$ cat config.mk
export PLATFORM = sky130hd
export DESIGN_NAME = lsrc_select
export DESIGN_NICKNAME = d
export VERILOG_FILES = /design/src/design/lsrc_pkg.sv /design/src/design/lsrc_select.sv
export SDC_FILE = /design/constraint.sdc
export NUM_CORES = 1
export LEC_CHECK = 0
export ABC_CLOCK_PERIOD_IN_PS = 800
export BUFFER_PORTS_ARGS = -buffer_cell sky130_fd_sc_hd__buf_4
export CAP_MARGIN = 20
export CORE_MARGIN = 2
export CORE_UTILIZATION = 42
export DETAILED_ROUTE_END_ITERATION = 8
export GPL_ROUTABILITY_DRIVEN = 0
export GPL_TIMING_DRIVEN = 0
export PLACE_DENSITY = 0.76
export SETUP_SLACK_MARGIN = 0.15
export SYNTH_ARGS = -nofsm -noshare
export SYNTH_HDL_FRONTEND = slang
export SYNTH_SLANG_ARGS = --single-unit
$ cat constraint.sdc
create_clock -name clk -period 0.8 [get_ports clk]
set_clock_uncertainty 0.15 [all_clocks]
set_input_delay 0.16 -clock clk [delete_from_list [all_inputs] [get_ports clk]]
set_output_delay 0.16 -clock clk [all_outputs]
set_load 0.01 [all_outputs]
$ cat src/design/lsrc_pkg.sv
// Shared constants and types for the line segment rectangle clipper.
`timescale 1ns / 1ps
package lsrc_pkg;

    localparam int DEF_COORD_BITS = 16;
    localparam int DEF_FRAC_BITS  = 16;

    localparam int NUM_SIDES = 4;

    // Window register indexes
    typedef enum logic [1:0] {
        REG_WIN_LEFT   = 2'd0,
        REG_WIN_BOTTOM = 2'd1,
        REG_WIN_RIGHT  = 2'd2,
        REG_WIN_TOP    = 2'd3
    } lsrc_reg_t;

    localparam int RST_WIN_LEFT   = 0;
    localparam int RST_WIN_BOTTOM = 0;
    localparam int RST_WIN_RIGHT  = 639;
    localparam int RST_WIN_TOP    = 479;

    // Per-side flags, order left, right, bottom, top
    typedef struct packed {
        logic [NUM_SIDES-1:0] p_zero;
        logic [NUM_SIDES-1:0] p_neg;
        logic [NUM_SIDES-1:0] q_neg;
        logic [NUM_SIDES-1:0] sat;
    } lsrc_flags_t;

endpackage

$ cat src/design/lsrc_select.sv
// Signed ratios, entry/exit parameters and the accept decision.
`timescale 1ns / 1ps
module lsrc_select #(
    parameter int FRAC_BITS = lsrc_pkg::DEF_FRAC_BITS
) (
    input  logic                                       clk,
    input  logic                                       rst_n,
    input  logic                                       in_valid,
    input  logic [lsrc_pkg::NUM_SIDES-1:0][FRAC_BITS:0] quo,
    input  lsrc_pkg::lsrc_flags_t                      flags,
    output logic                                       out_valid,
    output logic                                       keep,
    output logic signed [FRAC_BITS+2:0]                t_in,
    output logic signed [FRAC_BITS+2:0]                t_out
);
    import lsrc_pkg::*;

    localparam int TW = FRAC_BITS + 3;

    logic [TW-1:0]        t_mag [NUM_SIDES];
    logic signed [TW-1:0] t_side [NUM_SIDES];
    logic signed [TW-1:0] t_in_next, t_out_next;
    logic                 keep_next;

    logic                 valid_reg, keep_reg;
    logic signed [TW-1:0] t_in_reg, t_out_reg;

    always_comb
    begin
        t_in_next  = '0;
        t_out_next = TW'(1) <<< FRAC_BITS;
        keep_next  = 1'b1;
        for (int s = 0; s < NUM_SIDES; s++)
        begin
            t_mag[s]  = flags.sat[s] ? (TW'(1) << (FRAC_BITS + 1)) : TW'(quo[s]);
            t_side[s] = (flags.p_neg[s] ^ flags.q_neg[s]) ? -$signed(t_mag[s])
                                                          : $signed(t_mag[s]);
            if (flags.p_zero[s])
            begin
                if (flags.q_neg[s])
                begin
                    keep_next = 1'b0;
                end
            end
            else if (flags.p_neg[s])
            begin
                if (t_side[s] > t_in_next)
                begin
                    t_in_next = t_side[s];
                end
            end
            else if (t_side[s] < t_out_next)
            begin
                t_out_next = t_side[s];
            end
        end
        // entry only grows and exit only shrinks, so one final check suffices
        if (t_in_next > t_out_next)
        begin
            keep_next = 1'b0;
        end
    end

    always_ff @(posedge clk or negedge rst_n)
    begin
        if (!rst_n)
        begin
            valid_reg <= 1'b0;
        end
        else
        begin
            valid_reg <= in_valid;
        end
    end

    always_ff @(posedge clk)
    begin
        keep_reg  <= keep_next;
        t_in_reg  <= t_in_next;
        t_out_reg <= t_out_next;
    end

    assign out_valid = valid_reg;
    assign keep      = keep_reg;
    assign t_in      = t_in_reg;
    assign t_out     = t_out_reg;

endmodule

==> reports/metrics.cfg <==
[status]
outcome=finished, violations left
violations=design-rule violations, negative hold slack, negative setup slack

[yosys]
synth_cell_types=82
syn_inst=1073
syn-num-nets=1293
netlist_top_cells_area=ha_1 21%, dfxtp_1 9.7%, mux2i_1 8.2%
netlist_area_um2=8080
synth_seq_cells=40
yosysSeqAreaShare_pct=9.98
synth_flop_cell=dfxtp_1
avgSynthCellArea_um2=7.53
synth_edf_count=0
synth-async-reset-ratio_pct=2.50
synth_warnings=0
synth_top_area_cell=ha_1
yosysTopAreaCellShare_pct=20.6

[floorplanning]
io_pins=127
rows=50
die-area_um2=20400
fp.dieH_um=143
initial_core_util_pct=43.0
die_w_um=143
core_um2=18800

[sta]
fmax_mhz=100
worst_pin_slew_ns=1.28
layout_setup_ws_ns=-9.20
fin_setup_tns_ns=-308.12
slew_headroom_pct=13.8
min_period_ns=10.0
holdWs_ns=-0.172
rsz0062_at_grt=true
finalSetupViolCount=79
final-max-slew-violation-count=0
final_hold_viol_count=1
period_share_pct=1250

[worst_setup_path]
cp_common_cell=buf_6
start_kind=input port
required_ns=0.86
criticalPathCategory=input port to register
cp-startpoint=quo[20]
critPathCaptureType=register
crit_slowest_cell=or4b_4
max_stage_delay_ns=0.56
crit_path_max_fanout=6
cp.arrival_ns=10.06

[min_path]
hold_start=in_valid
worstHoldPathType=input port to register

[grt]
grt_antenna_before_repair=0
grt_pass1_vias=8763
grt_overflow=0
track_usage_pct=27.1
grt_pass1_wl_mm=44.1
grt_max_degree=14

[cts]
cts_tree=yes
clk_pin_slew_ns=0.06
h-tree-depth=2
clock_sinks=40
clk_path_buf_depth=2
numCtsBuffers=5
holdBufCountCts=1
root_buffer=clkbuf_16

[detailed_routing]
m1WireLength_mm=12.7
dr_wl_met3_mm=3.94
wl_per_cell_um=22.2
route.detailed.drc=10
wl_met2_mm=15.6
avgViaCountPerCell=6.55
wl_mm=34.6
drt_iter0_drc=1148
highest_layer=met4
dr_total_vias=10200
antenna_left=0
drtPass1Iterations=9

[placed_design]
dp_hpwl_mm=21.8
place_ws_ns=-9.92
io_buffers=123

[final_layout]
diodes=0
final_util_pct=65.6
fillers=1321
drive_gt1_share_pct=41.2
area_growth_pct=52.4
final_nets=1547

[pwr]
irDropWorstVdd_mv=0.925
power.density_nw_per_um2=1490
leakage_nw=5.28

[job]
drv_cap=0

## repair_timing
item,4_1_cts,5_1_grt
gates resized for setup,165,193
setup endpoints to repair,79,79
cloned,2,4
buffers inserted,60,57
hold endpoints to repair,2,1
pin swaps,53,30
## per-layer routing
layer  vias to the layer above  GRT usage (%)
li1                       4464              -
met1                      4768           35.7
met2                       750           45.0
met3                       253           4.49
met4                         0           9.28
met5                         -              0
## stage by stage
stage,hold WS [ns],cell area [µm²],instances,total power [mW]
finish,-0.172,12300,1562,18.3
CTS,-0.175,11000,1501,15.5
floorplan,-0.286,8410,1073,8.80
global placement,-0.215,9630,1430,11.4
global route,-0.181,12300,1562,19.1
detailed placement,-0.212,9630,1430,11.6
## power by group
part | internal [mW] | switching [mW]
clock | 1.47 | 0.863
sequential | 2.43 | 0.183
combinational | 6.31 | 7.06
## cell usage after synthesis, types with 6 or more instances
| cell type | n |
|---|---|
| o21a_1 | 22 |
| or3_1 | 9 |
| and4_1 | 9 |
| nand4_1 | 19 |
| and3_1 | 6 |
| xor2_1 | 15 |
| nor3_1 | 27 |
| a211oi_1 | 8 |
| clkbuf_1 | 23 |
| o21ai_0 | 56 |
| dfxtp_1 | 39 |
| mux2_1 | 11 |
| nand3_1 | 16 |
| xnor2_1 | 27 |
| inv_1 | 75 |
| a31oi_1 | 12 |
| o211ai_1 | 10 |
| nand2b_1 | 17 |
| mux2i_1 | 66 |
| ha_1 | 133 |
| nor2_1 | 114 |
| a21o_1 | 19 |
| nor4_1 | 15 |
| o31ai_1 | 11 |
| a21oi_1 | 88 |
| mux2_2 | 33 |
| nor2b_1 | 27 |
| nand2_1 | 79 |
## logic make-up after synthesis
| kind of cell | share of synthesized area (%) |
|---|---|
| AND/OR/NAND/NOR | 22.8 |
| AO/OA/AOI/OAI | 21.8 |
| adder cells (fa/ha/maj) | 20.6 |
| multiplexers | 14.3 |
| buffers and inverters | 5.75 |
| XOR/XNOR | 4.76 |
| flip-flops | 9.98 |
| other | 0.0464 |
## final timing paths
path / depth (start not counted) / to
max in group asynchronous: 2 / out_valid
worst min-delay path: 1 / out_valid
min in group asynchronous: 2 / out_valid
worst max-delay path: 54 / keep
## critical path: cells and delay by family
kind	cells	cell delay, ns
AO/OA/AOI/OAI	22	4.10
adder cells (fa/ha/maj)	4	1.01
buffers and inverters	10	1.42
multiplexers	3	0.80
AND/OR/NAND/NOR	15	2.55
## cell usage in the layout, fill, tap and decap left out, types with 10 or more instances in the layout
cell type	instances
a21o_1	18
a21oi_1	59
a21oi_2	26
buf_12	11
buf_4	168
buf_6	68
buf_8	11
clkbuf_1	10
dfxtp_2	37
ha_1	111
ha_4	20
inv_1	70
mux2_2	18
mux2_4	22
mux2i_1	38
mux2i_2	15
mux2i_4	13
nand2_1	73
nand2b_1	15
nand3_1	14
nand4_1	19
nor2_1	102
nor2b_1	21
nor3_1	22
o211ai_1	10
o21a_1	22
o21ai_0	34
o21ai_1	12
o21ai_2	13
o31ai_1	10
xnor2_1	25
xor2_1	15
## area by class of cell
type	count	area (µm²)	area share [%]
Timing Repair Buffer	247	2290	18.6
Clock inverter	3	42.5	0.346
Tap cell	234	293	2.38
Multi-Input combinational cell	924	8070	65.6
Clock buffer	5	125	1.02
Buffer	33	345	2.81
Sequential cell	40	852	6.92
Inverter	76	285	2.32
Note: power is estimated with default switching activity, not from simulation.
