<file path="src/design/lsrc_pkg.sv">
// Shared constants and types for the line segment rectangle clipper.
`timescale 1ns / 1ps
package lsrc_pkg;

    localparam int DEF_COORD_BITS = 16;
    localparam int DEF_FRAC_BITS  = 16;

    localparam int NUM_SIDES = 4;

    // Window register indexes
    typedef enum logic [1:0] {
        REG_WIN_LEFT   = 2'd0,
        REG_WIN_BOTTOM = 2'd1,
        REG_WIN_RIGHT  = 2'd2,
        REG_WIN_TOP    = 2'd3
    } lsrc_reg_t;

    localparam int RST_WIN_LEFT   = 0;
    localparam int RST_WIN_BOTTOM = 0;
    localparam int RST_WIN_RIGHT  = 639;
    localparam int RST_WIN_TOP    = 479;

    // Per-side flags, order left, right, bottom, top
    typedef struct packed {
        logic [NUM_SIDES-1:0] p_zero;
        logic [NUM_SIDES-1:0] p_neg;
        logic [NUM_SIDES-1:0] q_neg;
        logic [NUM_SIDES-1:0] sat;
    } lsrc_flags_t;

endpackage

</file>
<file path="src/design/lsrc_cut.sv">
// Endpoint interpolation: multiply stage, then add, truncate and output register.
`timescale 1ns / 1ps
module lsrc_cut #(
    parameter int COORD_BITS = lsrc_pkg::DEF_COORD_BITS,
    parameter int FRAC_BITS  = lsrc_pkg::DEF_FRAC_BITS
) (
    input  logic                         clk,
    input  logic                         rst_n,
    input  logic                         in_valid,
    input  logic                         keep,
    input  logic signed [FRAC_BITS+2:0]  t_in,
    input  logic signed [FRAC_BITS+2:0]  t_out,
    input  logic signed [COORD_BITS-1:0] x0,
    input  logic signed [COORD_BITS-1:0] y0,
    input  logic signed [COORD_BITS:0]   vx,
    input  logic signed [COORD_BITS:0]   vy,
    output logic                         out_valid,
    output logic                         visible,
    output logic signed [COORD_BITS-1:0] sx,
    output logic signed [COORD_BITS-1:0] sy,
    output logic signed [COORD_BITS-1:0] ex,
    output logic signed [COORD_BITS-1:0] ey
);
    import lsrc_pkg::*;

    localparam int CW = COORD_BITS;
    localparam int TW = FRAC_BITS + 3;
    localparam int PW = TW + CW + 1;
    localparam int SW = PW + 1;

    function automatic logic signed [CW-1:0] finish(input logic signed [CW-1:0] c0,
                                                   input logic signed [PW-1:0] prod);
        logic signed [SW-1:0] sum;
        logic signed [SW-1:0] adj;
        sum = ($signed(SW'(c0)) <<< FRAC_BITS) + $signed(SW'(prod));
        // bias negatives so the arithmetic shift truncates toward zero
        adj = sum[SW-1] ? sum + ((SW'(1) <<< FRAC_BITS) - SW'(1)) : sum;
        adj = adj >>> FRAC_BITS;
        return adj[CW-1:0];
    endfunction

    logic                 m_valid_reg, m_keep_reg;
    logic signed [PW-1:0] m_sx_reg, m_sy_reg, m_ex_reg, m_ey_reg;
    logic signed [CW-1:0] m_x0_reg, m_y0_reg;

    logic                 o_valid_reg, o_vis_reg;
    logic signed [CW-1:0] o_sx_reg, o_sy_reg, o_ex_reg, o_ey_reg;
    logic signed [CW-1:0] o_sx_next, o_sy_next, o_ex_next, o_ey_next;

    always_ff @(posedge clk or negedge rst_n)
    begin
        if (!rst_n)
        begin
            m_valid_reg <= 1'b0;
            o_valid_reg <= 1'b0;
        end
        else
        begin
            m_valid_reg <= in_valid;
            o_valid_reg <= m_valid_reg;
        end
    end

    always_ff @(posedge clk)
    begin
        m_keep_reg <= keep;
        m_sx_reg   <= PW'(t_in * vx);
        m_sy_reg   <= PW'(t_in * vy);
        m_ex_reg   <= PW'(t_out * vx);
        m_ey_reg   <= PW'(t_out * vy);
        m_x0_reg   <= x0;
        m_y0_reg   <= y0;
    end

    always_comb
    begin
        o_sx_next = '0;
        o_sy_next = '0;
        o_ex_next = '0;
        o_ey_next = '0;
        if (m_keep_reg)
        begin
            o_sx_next = finish(m_x0_reg, m_sx_reg);
            o_sy_next = finish(m_y0_reg, m_sy_reg);
            o_ex_next = finish(m_x0_reg, m_ex_reg);
            o_ey_next = finish(m_y0_reg, m_ey_reg);
        end
    end

    always_ff @(posedge clk)
    begin
        o_vis_reg <= m_keep_reg;
        o_sx_reg  <= o_sx_next;
        o_sy_reg  <= o_sy_next;
        o_ex_reg  <= o_ex_next;
        o_ey_reg  <= o_ey_next;
    end

    assign out_valid = o_valid_reg;
    assign visible   = o_vis_reg;
    assign sx        = o_sx_reg;
    assign sy        = o_sy_reg;
    assign ex        = o_ex_reg;
    assign ey        = o_ey_reg;

endmodule

</file>
<file path="config.mk">
export PLATFORM = sky130hd
export DESIGN_NAME = lsrc_cut
export DESIGN_NICKNAME = d
export VERILOG_FILES = /design/src/design/lsrc_pkg.sv /design/src/design/lsrc_cut.sv
export SDC_FILE = /design/constraint.sdc
export NUM_CORES = 2
export LEC_CHECK = 0
export BUFFER_PORTS_ARGS = -buffer_cell sky130_fd_sc_hd__buf_4
export CAP_MARGIN = 10
export CORE_MARGIN = 2
export CORE_UTILIZATION = 65
export DETAILED_ROUTE_END_ITERATION = 12
export MAX_ROUTING_LAYER = met4
export PLACE_DENSITY_LB_ADDON = 0.1
export RECOVER_POWER = 25
export SLEW_MARGIN = 20
export SYNTH_ARGS = -nofsm -noshare
export SYNTH_HDL_FRONTEND = slang
export SYNTH_SLANG_ARGS = --single-unit
</file>
<file path="constraint.sdc">
create_clock -name clk -period 5.7 [get_ports clk]
set_input_delay 0.285 -clock clk [delete_from_list [all_inputs] [get_ports clk]]
set_output_delay 0.285 -clock clk [all_outputs]
set_load 0.005 [all_outputs]
</file>
==> run metrics <==
FMAX=180 MHz; R2R Setup Slk=1.84 ns; FF+latch area=4890 sq um; syn avg cell area=9.24 sq um; Chip Width=301 um; fraction of registers with async set/reset=0.820%; drt pass-1 iters=5; via count=43200; mean routed wirelength per cell=17.8 um; max-cap viol count=0; actual slew at the worst max-slew pin=1.21 ns; Post-synth EDFFs=0; hold path cells=2; Synth Area in Simple Gates=15.7%; die area=slightly above 90000 sq um; DP Wirelength=122000 um; Hold WC Path Type=in -> reg; Synth Area in Adders=between 50% and 60%; final instance area=about 66000 sq um; Synth top area share=45.6%; final worst-path cycle share=97.7%; CP Capture Type=flop; WP data required=6.19 ns; Root Buffer=clkbuf_16; area of the multi-input gates=46600 sq um; vias in the first global route=46700; Clk Latency, worst-skew pair=slightly below 0.6 ns; top fanout value on the critical path=14; DR vias/cell=between 5 and 6; xor and xnor area share after synthesis=3.78%; fill cell count=around 6400; first-pass GRT wire length=234000 um; CTS sink count=244; Post-route DRC=0; WHS=0.148 ns; Cells after Synth=6208; CTS max path bufs=3; Worst Reg2Reg Path Length in Cells=10; yosys warns=0; clk_skew=roughly 0.021 ns; main combinational cell family by area after synthesis=adder cells; share of layout cells above drive strength 1=a little over an eighth; CTS buffer count=26; I/O Buffers=173; CP Launch Type=input port; Crit Reg-Reg Endpoint=sy[14]$_SDFF_PN0_; final hold vios=0; Slew HR=19.4%; CORE AREA=87200 sq um; Routed Antenna Nets=0; WP data arrival=between 6 and 7 ns; antenna violations before repair=5; FF-to-FF Start=m_y0_reg[15]$_DFF_P_; CTS tree=done; Reg clk slew, reported paths=0.07 ns; hold_sp=vx[0]; CTS H-Tree Depth=1; area grow syn2layout=14.8%; Top FF cell, synth=dfxtp_1; final wirelength=~140000 um; Die Ht=301 um; routability cong.=0.940; Overall Global Routing Usage=between 30 and 40%; Setup-failing EPs final=0; Iteration-0 DRC Markers=2694; FF+latch count, synth=roughly 240; status=finished clean; fin util=75.6%; fin crit period=approximately 5.6 ns; Worst Hold End=m_ex_reg[0]$_DFF_P_; Synth Area in Compound Gates=5.81%; Yosys top cell by area=fa_1; synth top area cells=fa_1, ha_1, inv_1, dfxtp_1, and2_1; Yosys cell types=87; row count=108; Nets=8629; Placed Area=64100 sq um; fin. max-slew vios=0; post-synthesis mux area share=less than 1%; register area share after synthesis=8.53%; synthesized area=57400 sq um; Mapped Nets=8060; IO Pins=174; Starting Density=roughly two thirds; RSZ-0062 raised after global routing=true; total grt overflow=0; pin count of the biggest net entering global routing=59; critical path type=in -> reg
-- placed cells by master, fill, tap and decap left out, drive strengths merged, types with 7 or more instances in the layout --
master       Yosys  final
a31oi           14     14
buf              2    690
a211oi          21     21
nand2          660    660
nor2           216    216
a21o            64     64
nand4           24     24
nor2b           19     19
and2           645    645
a2111oi          9      9
xnor2          187    187
nand2b          44     44
o31ai            9      9
dfxtp          242    242
nor3            37     37
or2             10     10
o21bai          28     28
inv           1428   1432
ha             436    436
o211ai          14     14
xor2            61     61
or3             14     14
o311ai          10     10
nand3           41     41
and3            26     26
clkbuf         258    107
a211o            7      7
o21ai           89     89
a21oi          142    142
o21a            35     35
fa            1308   1308
nor4            25     25
dlygate4sd3      0     36
-- synth_stat cells (all sizes together), types with 61 or more instances --
cell / instances
inv: 1428
a21oi: 142
ha: 436
xor2: 61
and2: 645
xnor2: 187
clkbuf: 258
nand2: 660
fa: 1308
nor2: 216
dfxtp: 242
a21o: 64
o21ai: 89
-- final cells by class --
class	instances	share of cell area, %
multi-input combinational	4276	70.7
timing repair buffer	801	10.1
inverter	1428	8.13
sequential	244	7.43
tap	1155	2.19
clock buffer	32	1.13
clock inverter	15	0.279
antenna	4	0.0152
-- how the worst max path moves through the flow --
stage	start	slack, ns	end
CTS	vy[2]	0.02	m_sy_reg[35]$_DFF_P_
finish	vx[8]	0.13	m_ex_reg[32]$_DFF_P_
global route	vx[8]	-0.09	m_ex_reg[32]$_DFF_P_
detailed placement	vy[2]	-0.57	m_sy_reg[34]$_DFF_P_
global placement	vy[2]	-0.47	m_ey_reg[35]$_DFF_P_
floorplan	vy[5]	-0.26	m_ey_reg[35]$_DFF_P_
-- stage by stage --
| step | instances | setup TNS, ns | setup slack (ns) |
|---|---|---|---|
| after detailed placement | 7852 | -16.76 | -0.570 |
| final | 7955 | 0 | 0.132 |
| after global placement | 7852 | -13.21 | -0.472 |
| after floorplan | 6208 | -1.01 | -0.257 |
| after global routing | 7954 | -0.398 | -0.0901 |
| after CTS | 7935 | 0 | 0.0168 |
-- cells by family after synthesis --
family	after synthesis
compound gates	496
xor+xnor	248
fa+ha+maj	1744
buf+inv	1688
flops	244
mux	1
simple gates	1787
-- per-layer routing --
metal  vias to the layer above  share of wire, %  track usage, %
met4                         0               2.5            8.03
met1                     21900                42            45.3
met5                         -                 0               -
met2                      1450                48            54.1
met3                       233               7.5            4.51
li1                      19600                 -               -
-- critical path: stages --
cell and delay (ns):
buf_4 0.27, buf_4 0.19, nand2_1 0.07, fa_1 0.54, inv_1 0.05, fa_1 0.48, fa_1 0.57, fa_1 0.45
fa_1 0.49, inv_1 0.05, fa_1 0.51, inv_1 0.05, ha_1 0.29, buf_4 0.15, inv_1 0.09, o21bai_1 0.08
a21oi_1 0.22, inv_1 0.07, a21oi_1 0.24, o21ai_2 0.11, a41oi_2 0.25, o21ai_2 0.12, a211o_1 0.30, o211ai_1 0.08
-- repair_timing --
action                                  in CTS  in global routing
endpoints found under the setup margin       0                 28
gates resized for setup                      0                 95
setup buffers                                0                 12
hold buffers                                36                  0
endpoints found under the hold margin       36                  0
Power is not shown: default switching activity piles up to over one toggle a cycle in this logic, so the estimate is an artifact.
